$ cat config.mk
export PLATFORM = sky130hd
export DESIGN_NAME = rgba_overlay_blend_yuy2_core_flat
export DESIGN_NICKNAME = d
export VERILOG_FILES = /design/src/rtl/rgbovl_pkg.sv /design/src/rtl/rgbovl_in_if.sv /design/src/rtl/rgbovl_out_if.sv /design/src/rtl/rgbovl_convert.sv /design/src/rtl/rgbovl_mix.sv /design/src/rtl/rgba_overlay_blend_yuy2_core.sv /design/src/flat_wrapper.sv
export VERILOG_INCLUDE_DIRS = /design/src /design/src/rtl
export SDC_FILE = /design/constraint.sdc
export NUM_CORES = 2
export LEC_CHECK = 0
export ABC_CLOCK_PERIOD_IN_PS = 8500
export BUFFER_PORTS_ARGS = -buffer_cell sky130_fd_sc_hd__buf_4
export CAP_MARGIN = 40
export CORE_ASPECT_RATIO = 0.7
export CORE_UTILIZATION = 55
export CTS_BUF_LIST = sky130_fd_sc_hd__clkbuf_8 sky130_fd_sc_hd__clkbuf_16
export CTS_CLUSTER_SIZE = 14
export DETAILED_ROUTE_END_ITERATION = 12
export PLACE_DENSITY_LB_ADDON = 0.3
export SETUP_SLACK_MARGIN = 0.15
export SYNTH_ARGS = -nofsm -noshare
export SYNTH_HDL_FRONTEND = slang
export SYNTH_HIERARCHICAL = 1
export SYNTH_SLANG_ARGS = --single-unit
$ cat constraint.sdc
create_clock -name clk -period 8.5 [get_ports clk]
set_input_delay 0 -clock clk [delete_from_list [all_inputs] [get_ports clk]]
set_output_delay 0 -clock clk [all_outputs]
set_load 0.01 [all_outputs]
$ cat src/rtl/rgba_overlay_blend_yuy2_core_macros.svh
// Assertion macros shared by the overlay blend RTL.
`ifndef RGBA_OVERLAY_BLEND_YUY2_CORE_MACROS_SVH
`define RGBA_OVERLAY_BLEND_YUY2_CORE_MACROS_SVH

// Same-cycle implication, checked out of reset.
`define RGBOVL_ASSERT_NOW(label, ante, cons) \
    label: assert property (@(posedge clk) disable iff (!rst_n) (ante) |-> (cons)) \
        else $error("rgbovl assertion failed");

// Next-cycle implication, checked out of reset.
`define RGBOVL_ASSERT_NEXT(label, ante, cons) \
    label: assert property (@(posedge clk) disable iff (!rst_n) (ante) |=> (cons)) \
        else $error("rgbovl assertion failed");

`endif

$ cat src/rtl/rgbovl_pkg.sv
// Types, constants and arithmetic helpers for the overlay blend pipeline.
package rgbovl_pkg;

    localparam int unsigned PixW  = 32;
    localparam int unsigned ChanW = 8;

    // BT.601 luma weights and offsets
    localparam logic [15:0] LUMA_KR    = 16'd66;
    localparam logic [15:0] LUMA_KG    = 16'd129;
    localparam logic [15:0] LUMA_KB    = 16'd25;
    localparam logic [15:0] LUMA_ROUND = 16'd128;
    localparam logic [7:0]  LUMA_OFS   = 8'd16;

    // BT.601 chroma weights (V then U)
    localparam logic signed [16:0] V_KR = 17'sd112;
    localparam logic signed [16:0] V_KG = -17'sd94;
    localparam logic signed [16:0] V_KB = -17'sd18;
    localparam logic signed [16:0] U_KR = -17'sd38;
    localparam logic signed [16:0] U_KG = -17'sd74;
    localparam logic signed [16:0] U_KB = 17'sd112;
    localparam logic signed [16:0] CHROMA_ROUND = 17'sd128;
    localparam logic signed [16:0] TRUNC_BIAS   = 17'sd255;
    localparam logic [7:0]         CHROMA_OFS   = 8'd128;

    localparam logic [7:0] ALPHA_MAX = 8'd255;

    typedef struct packed {
        logic [PixW-1:0] prev_px;
        logic [PixW-1:0] left_px;
        logic [PixW-1:0] right_px;
        logic [PixW-1:0] next_px;
        logic [PixW-1:0] src_word;
    } tap_t;

    typedef struct packed {
        logic [ChanW-1:0] src_y0;
        logic [ChanW-1:0] src_u;
        logic [ChanW-1:0] src_y1;
        logic [ChanW-1:0] src_v;
        logic [ChanW-1:0] ovl_y0;
        logic [ChanW-1:0] ovl_y1;
        logic [ChanW-1:0] alpha_left;
        logic [ChanW-1:0] alpha_right;
        logic [ChanW-1:0] ovl_u;
        logic [ChanW-1:0] ovl_v;
        logic [ChanW-1:0] alpha_c;
        logic             chroma_on;
    } conv_t;

    typedef struct packed {
        logic [ChanW-1:0] luma_left;
        logic [ChanW-1:0] chroma_blue;
        logic [ChanW-1:0] luma_right;
        logic [ChanW-1:0] chroma_red;
    } out_item_t;

    function automatic logic [7:0] luma_of(input logic [PixW-1:0] px);
        logic [15:0] sum;
        sum = LUMA_KR * {8'd0, px[7:0]} + LUMA_KG * {8'd0, px[15:8]}
            + LUMA_KB * {8'd0, px[23:16]} + LUMA_ROUND;
        return sum[15:8] + LUMA_OFS;
    endfunction

    // Signed /256 truncating toward zero, then recenter on 128.
    function automatic logic [7:0] chroma_of(input logic [PixW-1:0] px,
                                             input logic signed [16:0] kr,
                                             input logic signed [16:0] kg,
                                             input logic signed [16:0] kb);
        logic signed [16:0] s;
        logic signed [16:0] q;
        s = kr * $signed({9'd0, px[7:0]}) + kg * $signed({9'd0, px[15:8]})
          + kb * $signed({9'd0, px[23:16]}) + CHROMA_ROUND;
        q = s[16] ? ((s + TRUNC_BIAS) >>> 8) : (s >>> 8);
        return q[7:0] + CHROMA_OFS;
    endfunction

    function automatic logic [7:0] filt121(input logic [7:0] p,
                                           input logic [7:0] c,
                                           input logic [7:0] n);
        logic [9:0] t;
        t = {2'd0, p} + {1'b0, c, 1'b0} + {2'd0, n};
        return t[9:2];
    endfunction

    // (ov*a + src*(255-a)) / 255; the /255 is exact for sums below 2^16
    function automatic logic [7:0] blend(input logic [7:0] ov,
                                         input logic [7:0] src,
                                         input logic [7:0] a);
        logic [15:0] x;
        logic [16:0] t;
        x = {8'd0, ov} * {8'd0, a} + {8'd0, src} * {8'd0, ALPHA_MAX - a};
        t = {1'b0, x} + {9'd0, x[15:8]} + 17'd1;
        return t[15:8];
    endfunction

endpackage

$ cat src/rtl/rgbovl_in_if.sv
// Input channel: overlay pixel pair, video macropixel and row flags.
interface rgbovl_in_if;
    logic        valid;
    logic        ready;
    logic [31:0] overlay_left;
    logic [31:0] overlay_right;
    logic [31:0] source_word;
    logic        row_start;
    logic        row_end;

    modport source (output valid, output overlay_left, output overlay_right,
                    output source_word, output row_start, output row_end,
                    input ready);
    modport sink (input valid, input overlay_left, input overlay_right,
                  input source_word, input row_start, input row_end,
                  output ready);
endinterface

$ cat src/rtl/rgbovl_out_if.sv
// Output channel: blended YUY2 macropixel.
interface rgbovl_out_if;
    logic       valid;
    logic       ready;
    logic [7:0] luma_left;
    logic [7:0] chroma_blue;
    logic [7:0] luma_right;
    logic [7:0] chroma_red;

    modport source (output valid, output luma_left, output chroma_blue,
                    output luma_right, output chroma_red, input ready);
    modport sink (input valid, input luma_left, input chroma_blue,
                  input luma_right, input chroma_red, output ready);
endinterface

$ cat src/rtl/rgbovl_convert.sv
// Color conversion stage: overlay luma, filtered chroma and filtered alpha.
module rgbovl_convert
    import rgbovl_pkg::*;
(
    input  tap_t  taps,
    output conv_t conv
);

    logic [7:0] v_prev, v_cur, v_next;
    logic [7:0] u_prev, u_cur, u_next;
    logic [7:0] a_prev, a_cur, a_next;

    always_comb
    begin
        v_prev = chroma_of(taps.prev_px, V_KR, V_KG, V_KB);
        v_cur  = chroma_of(taps.left_px, V_KR, V_KG, V_KB);
        v_next = chroma_of(taps.next_px, V_KR, V_KG, V_KB);
        u_prev = chroma_of(taps.prev_px, U_KR, U_KG, U_KB);
        u_cur  = chroma_of(taps.left_px, U_KR, U_KG, U_KB);
        u_next = chroma_of(taps.next_px, U_KR, U_KG, U_KB);
        a_prev = taps.prev_px[31:24];
        a_cur  = taps.left_px[31:24];
        a_next = taps.next_px[31:24];

        conv.src_y0      = taps.src_word[7:0];
        conv.src_u       = taps.src_word[15:8];
        conv.src_y1      = taps.src_word[23:16];
        conv.src_v       = taps.src_word[31:24];
        conv.ovl_y0      = luma_of(taps.left_px);
        conv.ovl_y1      = luma_of(taps.right_px);
        conv.alpha_left  = taps.left_px[31:24];
        conv.alpha_right = taps.right_px[31:24];
        conv.ovl_u       = filt121(u_prev, u_cur, u_next);
        conv.ovl_v       = filt121(v_prev, v_cur, v_next);
        conv.alpha_c     = filt121(a_prev, a_cur, a_next);
        // chroma follows the source only when all three taps are transparent
        conv.chroma_on   = (a_prev != 8'd0) || (a_cur != 8'd0) || (a_next != 8'd0);
    end

endmodule

$ cat src/rtl/rgbovl_mix.sv
// Blend stage: mix overlay luma and chroma into the video samples.
module rgbovl_mix
    import rgbovl_pkg::*;
(
    input  conv_t     conv,
    output out_item_t result
);

    always_comb
    begin
        result.luma_left   = (conv.alpha_left == 8'd0) ? conv.src_y0
                           : blend(conv.ovl_y0, conv.src_y0, conv.alpha_left);
        result.luma_right  = (conv.alpha_right == 8'd0) ? conv.src_y1
                           : blend(conv.ovl_y1, conv.src_y1, conv.alpha_right);
        result.chroma_blue = conv.chroma_on ? blend(conv.ovl_u, conv.src_u, conv.alpha_c)
                           : conv.src_u;
        result.chroma_red  = conv.chroma_on ? blend(conv.ovl_v, conv.src_v, conv.alpha_c)
                           : conv.src_v;
    end

endmodule

$ cat src/rtl/rgba_overlay_blend_yuy2_core.sv
// Top level: RGBA overlay blended onto a YUY2 stream, three register stages.
//
//   channel   direction  transaction
//   pix_in    sink       two RGBA overlay pixels, one YUY2 macropixel, row flags
//   pix_out   source     one blended YUY2 macropixel
//
// One macropixel per clock sustained while pix_out is ready; pix_in reaches pix_out
// through the input, conversion and result registers, in that order.
// The whole pipeline advances together whenever the result register is empty or taken.
// rst_n clears the stage valid bits and the held previous right overlay pixel.
// The previous right pixel updates on every accepted pix_in transaction.
`include "rgba_overlay_blend_yuy2_core_macros.svh"

module rgba_overlay_blend_yuy2_core
    import rgbovl_pkg::*;
(
    input  logic        clk,
    input  logic        rst_n,
    rgbovl_in_if.sink   pix_in,
    rgbovl_out_if.source pix_out
);

    logic            advance;
    logic            in_fire;

    logic            s0_valid_reg;
    tap_t            taps_reg;
    tap_t            taps_next;
    logic [PixW-1:0] prev_px_reg;

    logic            s1_valid_reg;
    conv_t           conv_reg;
    conv_t           conv_next;

    logic            out_valid_reg;
    out_item_t       result_reg;
    out_item_t       result_next;

    assign advance      = !out_valid_reg || pix_out.ready;
    assign pix_in.ready = advance;
    assign in_fire      = pix_in.valid && advance;

    // pick the outer filter taps at the row edges
    always_comb
    begin
        taps_next.prev_px  = pix_in.row_start ? pix_in.overlay_left : prev_px_reg;
        taps_next.left_px  = pix_in.overlay_left;
        taps_next.right_px = pix_in.overlay_right;
        taps_next.next_px  = pix_in.row_end ? pix_in.overlay_left : pix_in.overlay_right;
        taps_next.src_word = pix_in.source_word;
    end

    rgbovl_convert u_convert (
        .taps (taps_reg),
        .conv (conv_next)
    );

    rgbovl_mix u_mix (
        .conv   (conv_reg),
        .result (result_next)
    );

    always_ff @(posedge clk or negedge rst_n)
    begin
        if (!rst_n)
        begin
            s0_valid_reg  <= 1'b0;
            s1_valid_reg  <= 1'b0;
            out_valid_reg <= 1'b0;
            prev_px_reg   <= '0;
        end
        else if (advance)
        begin
            s0_valid_reg  <= pix_in.valid;
            s1_valid_reg  <= s0_valid_reg;
            out_valid_reg <= s1_valid_reg;
            if (pix_in.valid)
            begin
                prev_px_reg <= pix_in.overlay_right;
            end
        end
    end

    always_ff @(posedge clk)
    begin
        if (advance)
        begin
            taps_reg   <= taps_next;
            conv_reg   <= conv_next;
            result_reg <= result_next;
        end
    end

    assign pix_out.valid       = out_valid_reg;
    assign pix_out.luma_left   = result_reg.luma_left;
    assign pix_out.chroma_blue = result_reg.chroma_blue;
    assign pix_out.luma_right  = result_reg.luma_right;
    assign pix_out.chroma_red  = result_reg.chroma_red;

    `RGBOVL_ASSERT_NEXT(a_fire_fills_s0, in_fire, s0_valid_reg)
    `RGBOVL_ASSERT_NEXT(a_stall_holds_s1, s1_valid_reg && !advance, s1_valid_reg)
    `RGBOVL_ASSERT_NEXT(a_clear_left_passes, s1_valid_reg && advance && conv_reg.alpha_left == 8'd0, pix_out.luma_left == $past(conv_reg.src_y0))
    `RGBOVL_ASSERT_NEXT(a_clear_chroma_passes, s1_valid_reg && advance && !conv_reg.chroma_on, pix_out.chroma_blue == $past(conv_reg.src_u))

endmodule

$ cat src/flat_wrapper.sv
// flat-port wrapper written by rule: the top's interface ports become plain ports
module rgba_overlay_blend_yuy2_core_flat import rgbovl_pkg::*;
  (clk, rst_n, pix_in_valid, pix_in_overlay_left, pix_in_overlay_right, pix_in_source_word, pix_in_row_start, pix_in_row_end, pix_in_ready, pix_out_valid, pix_out_luma_left, pix_out_chroma_blue, pix_out_luma_right, pix_out_chroma_red, pix_out_ready);
  rgbovl_in_if pix_in_i ();
  rgbovl_out_if pix_out_i ();
  input  logic clk;
  input  logic rst_n;
  input wire logic [$bits(pix_in_i.valid)-1:0] pix_in_valid;
  input wire logic [$bits(pix_in_i.overlay_left)-1:0] pix_in_overlay_left;
  input wire logic [$bits(pix_in_i.overlay_right)-1:0] pix_in_overlay_right;
  input wire logic [$bits(pix_in_i.source_word)-1:0] pix_in_source_word;
  input wire logic [$bits(pix_in_i.row_start)-1:0] pix_in_row_start;
  input wire logic [$bits(pix_in_i.row_end)-1:0] pix_in_row_end;
  output wire logic [$bits(pix_in_i.ready)-1:0] pix_in_ready;
  output wire logic [$bits(pix_out_i.valid)-1:0] pix_out_valid;
  output wire logic [$bits(pix_out_i.luma_left)-1:0] pix_out_luma_left;
  output wire logic [$bits(pix_out_i.chroma_blue)-1:0] pix_out_chroma_blue;
  output wire logic [$bits(pix_out_i.luma_right)-1:0] pix_out_luma_right;
  output wire logic [$bits(pix_out_i.chroma_red)-1:0] pix_out_chroma_red;
  input wire logic [$bits(pix_out_i.ready)-1:0] pix_out_ready;
  assign pix_in_i.valid = pix_in_valid;
  assign pix_in_i.overlay_left = pix_in_overlay_left;
  assign pix_in_i.overlay_right = pix_in_overlay_right;
  assign pix_in_i.source_word = pix_in_source_word;
  assign pix_in_i.row_start = pix_in_row_start;
  assign pix_in_i.row_end = pix_in_row_end;
  assign pix_in_ready = pix_in_i.ready;
  assign pix_out_valid = pix_out_i.valid;
  assign pix_out_luma_left = pix_out_i.luma_left;
  assign pix_out_chroma_blue = pix_out_i.chroma_blue;
  assign pix_out_luma_right = pix_out_i.luma_right;
  assign pix_out_chroma_red = pix_out_i.chroma_red;
  assign pix_out_i.ready = pix_out_ready;
  rgba_overlay_blend_yuy2_core u_core (.clk(clk), .rst_n(rst_n), .pix_in(pix_in_i), .pix_out(pix_out_i));
endmodule
==> run summary <==
The post-route netlist has 15.6% of its cells at a drive strength greater than 1. The number of antenna violations at the first check in global routing is 9, and the number of hold-slack violations in the final timing report is 0. In the routed layout, each cell is associated on average with a via count of 5.38. Entering global routing, the biggest net connects 127 pins.

The met3 layer usage reported by global route is 5.23%, and the final setup violation count is 2. The transition at the pin with the smallest max-transition slack works out to 0.883 ns. Setup repair after global routing could not meet its margin everywhere. The number of clock buffers added by TritonCTS is 41.

The floorplan step set the die height to 273 microns. The final worst setup slack was -0.00650 ns. The detailed-placement wirelength estimate came out at 122000 microns. The final reports fail on negative setup slack. STA classifies the critical path endpoint as a register.

The site row count was 99; the clock edge transition at the registers on the reported setup and hold paths was 0.06 ns. The clock sink count was 316; the die width was 390 microns. Summing the sequential cell areas from Yosys gives 16.1% of the chip area.

The finished layout holds 7814 standard cells, fillers aside. Leaving out fill and tap cells, the most frequent cell in the layout is inv_1. The classification of the worst setup path is reg -> reg. For this design, the slowest cell found on the critical path is fa_1. The number of cells on the worst reg-to-reg path is 33. The placer's final routability congestion estimate is 0.940. At the worst endpoint, the arrival time is 8.85 ns.

The run gives 0 as the number of maximum-capacitance violations. TritonCTS built the clock tree. The number of buffers inserted by port buffering is 135, and the number of remaining DRC errors is 0. After detailed placement, the total cell area comes to 63000 sq um. The worst hold path was traced through 2 stages. The first global-routing pass estimated 240000 microns of wire. The clock tree synthesis step divided the H-tree into 2 levels. The number of placed instances, taps included, is 7579.

The cell count after synthesis came out at 5758. The run gives 0.0187 ns as the worst clock skew. For flop-to-flop paths, the worst setup slack is -0.007 ns. Once the floorplan was initialized, standard cells occupied 55.5% of the core.

After floorplanning, the core was sized to cover 104000 sq um. The routing usage on met1 was 41.7%; the number of iterations in the first detailed-routing pass was 6. The endpoint of the worst-slack reg-to-reg timing path was u_core/conv_reg[23].

The global routing stage identified its most utilized layer as met2. Total congestion overflow after global routing: 0. Clock latency on the worst-skew pair, taken at its later pin, is 0.61 ns. The tools report the via count of the first global-routing pass as 43800. The run gives -0.00685 ns as the total negative setup slack. In this run the worst hold path is classified as in -> reg. The worst hold path terminates at u_core/taps_reg[157].

The synthesized design contains 281 enable-type register cells. Compared with the post-synthesis result, the final layout area differs by 16.0%. The combined global-route utilization of all metal layers is 28.7%, and the highest fanout seen on the critical path is 3.

The dominant register cell in the synthesized netlist is edfxtp_1. The minimum period implied by the final worst setup slack is 8.51 ns. The number of flip-flops in the largest register is 160.

Library cell appearing most often on the critical path: fa_1. For the global routing met2 resource utilization, the log shows 44.2%. The clock tree root buffer cell is clkbuf_16. The async set or reset register ratio after synthesis is 11.1%. For the max-slew violation count, the log shows 0. The synthesized netlist contains 110 unique library cells. The run gives 64.4% as the utilization after layout. Static timing analysis puts the maximum clock frequency at 118 MHz.

The run gives 8272 as the final net count. During I/O placement, the number of pins put on the boundary was 136. The floorplan step defined a die boundary enclosing 107000 sq um. The number of vias in the routed layout was 42100; the post-route fraction of the period consumed by the critical path was 100%. After the first detailed-routing iteration, the DRC count stood at 3014. In the final routed layout, each cell accounts on average for 19.4 microns. The final instance area came out at 67100 sq um. The detail route stage leaves a number of antenna-violating nets equal to 0. The startpoint of the tightest hold check path is pix_in_row_start. The logs give 8.84 ns for the data required time of the critical path and 6 for the count of warnings emitted by yosys. For the total wirelength of the detailed-routed design, the log shows 151000 microns.

The launch instance of the worst register-to-register path is u_core/taps_reg[140]. Leaving out fill and tap cells, the most frequent cells in the layout are 1236 x inv_1, 1046 x ha_1, 699 x fa_1. Startpoint type of the worst setup path: a register. Measured against its own limit, the worst slew margin works out to 41.2%. A synthesized cell averages 10.0 sq um. In this run, synthesis produced a sequential element count of 316. Summing every instance area after synthesis gives 57900 sq um. The flow ran to the end, but the final reports show violations. In this run the deepest clock path goes through 3 buffers. The delay of the slowest cell on the worst path works out to 0.57 ns.
-- routing by layer --
layer,part of all wire [%],wire length [microns],vias up
li1,-,-,20000
met1,47,70800,20600
met2,44,65900,1237
met3,7.1,10800,221
met4,2.5,3840,6
met5,0.022,34,-
-- layout make-up --
class	count	area [sq um]
clock inverter	33	322
antenna	3	7.51
clock buffer	43	1060
fill	8244	37000
inverter	1254	4710
multi-input combinational	4077	44500
timing repair buffer	674	5430
sequential	316	9310
tap	1414	1770
-- critical path, delay by kind of cell (launching register included) --
family	cells	cell delay (ns)
AO/OA/AOI/OAI	5	0.53
multiplexers	1	0.09
flip-flops	1	0.43
buffers and inverters	5	0.49
XOR/XNOR	4	0.75
adder cells (fa/ha/maj)	10	3.80
AND/OR/NAND/NOR	8	2.19
-- stage by stage --
step / hold WS, ns / setup slack, ns
after floorplan: -0.296 / 0.135
after global placement: 0.00738 / -0.142
after detailed placement: 0.00794 / -0.242
after CTS: 0.00898 / 0.0105
after global routing: 0.0715 / -0.385
final: 0.0518 / -0.00650
-- cells in the mapped netlist (92+ instances only) --
library cell	count	area [sq um]
inv_1	1253	4700
nor2b_1	193	1210
edfxtp_1	281	8440
a21oi_1	225	1130
ha_1	1100	13800
and2_1	168	1050
o21ai_0	124	621
nand2_1	207	777
xor2_1	92	806
nor2_1	147	552
nand2b_1	134	838
xnor2_1	248	2170
fa_1	706	14100
a21o_1	96	721
-- repair_timing --
| item | CTS | global route |
|---|---|---|
| gates resized for setup | 99 | 131 |
| setup endpoints to repair | 9 | 26 |
| setup buffers | 23 | 34 |
| pin swaps | 95 | 87 |
| endpoints found under the hold margin | 227 | 0 |
| hold buffers | 99 | 0 |
-- worst max-delay path by stage --
stage | startpoint | end | slack (ns) | cells past startpoint
finish | u_core/taps_reg[140] | u_core/conv_reg[23] | -0.007 | 33
global route | u_core/taps_reg[44] | u_core/conv_reg[24] | -0.39 | 40
CTS | u_core/taps_reg[148] | u_core/conv_reg[15] | 0.01 | 40
detailed placement | u_core/taps_reg[99] | u_core/conv_reg[24] | -0.24 | 32
global placement | u_core/taps_reg[146] | u_core/conv_reg[15] | -0.14 | 40
floorplan | u_core/taps_reg[140] | u_core/conv_reg[23] | 0.13 | 35
-- cell families (layout without fill, tap and decap cells) --
group	count (synthesis)	after routing	share of synthesized area, %
xor+xnor	345	345	5.33
fa+ha+maj	1806	1806	48.2
mux	108	108	2.27
compound gates	754	754	8.67
simple gates	1060	1060	10.1
other cells	1	7	0.00648
buf+inv	1368	2004	9.29
flops	316	316	16.1
Power is left out: the tool's default activity adds up to more than one toggle a clock period on the data nets, which glitch-free logic cannot reach.
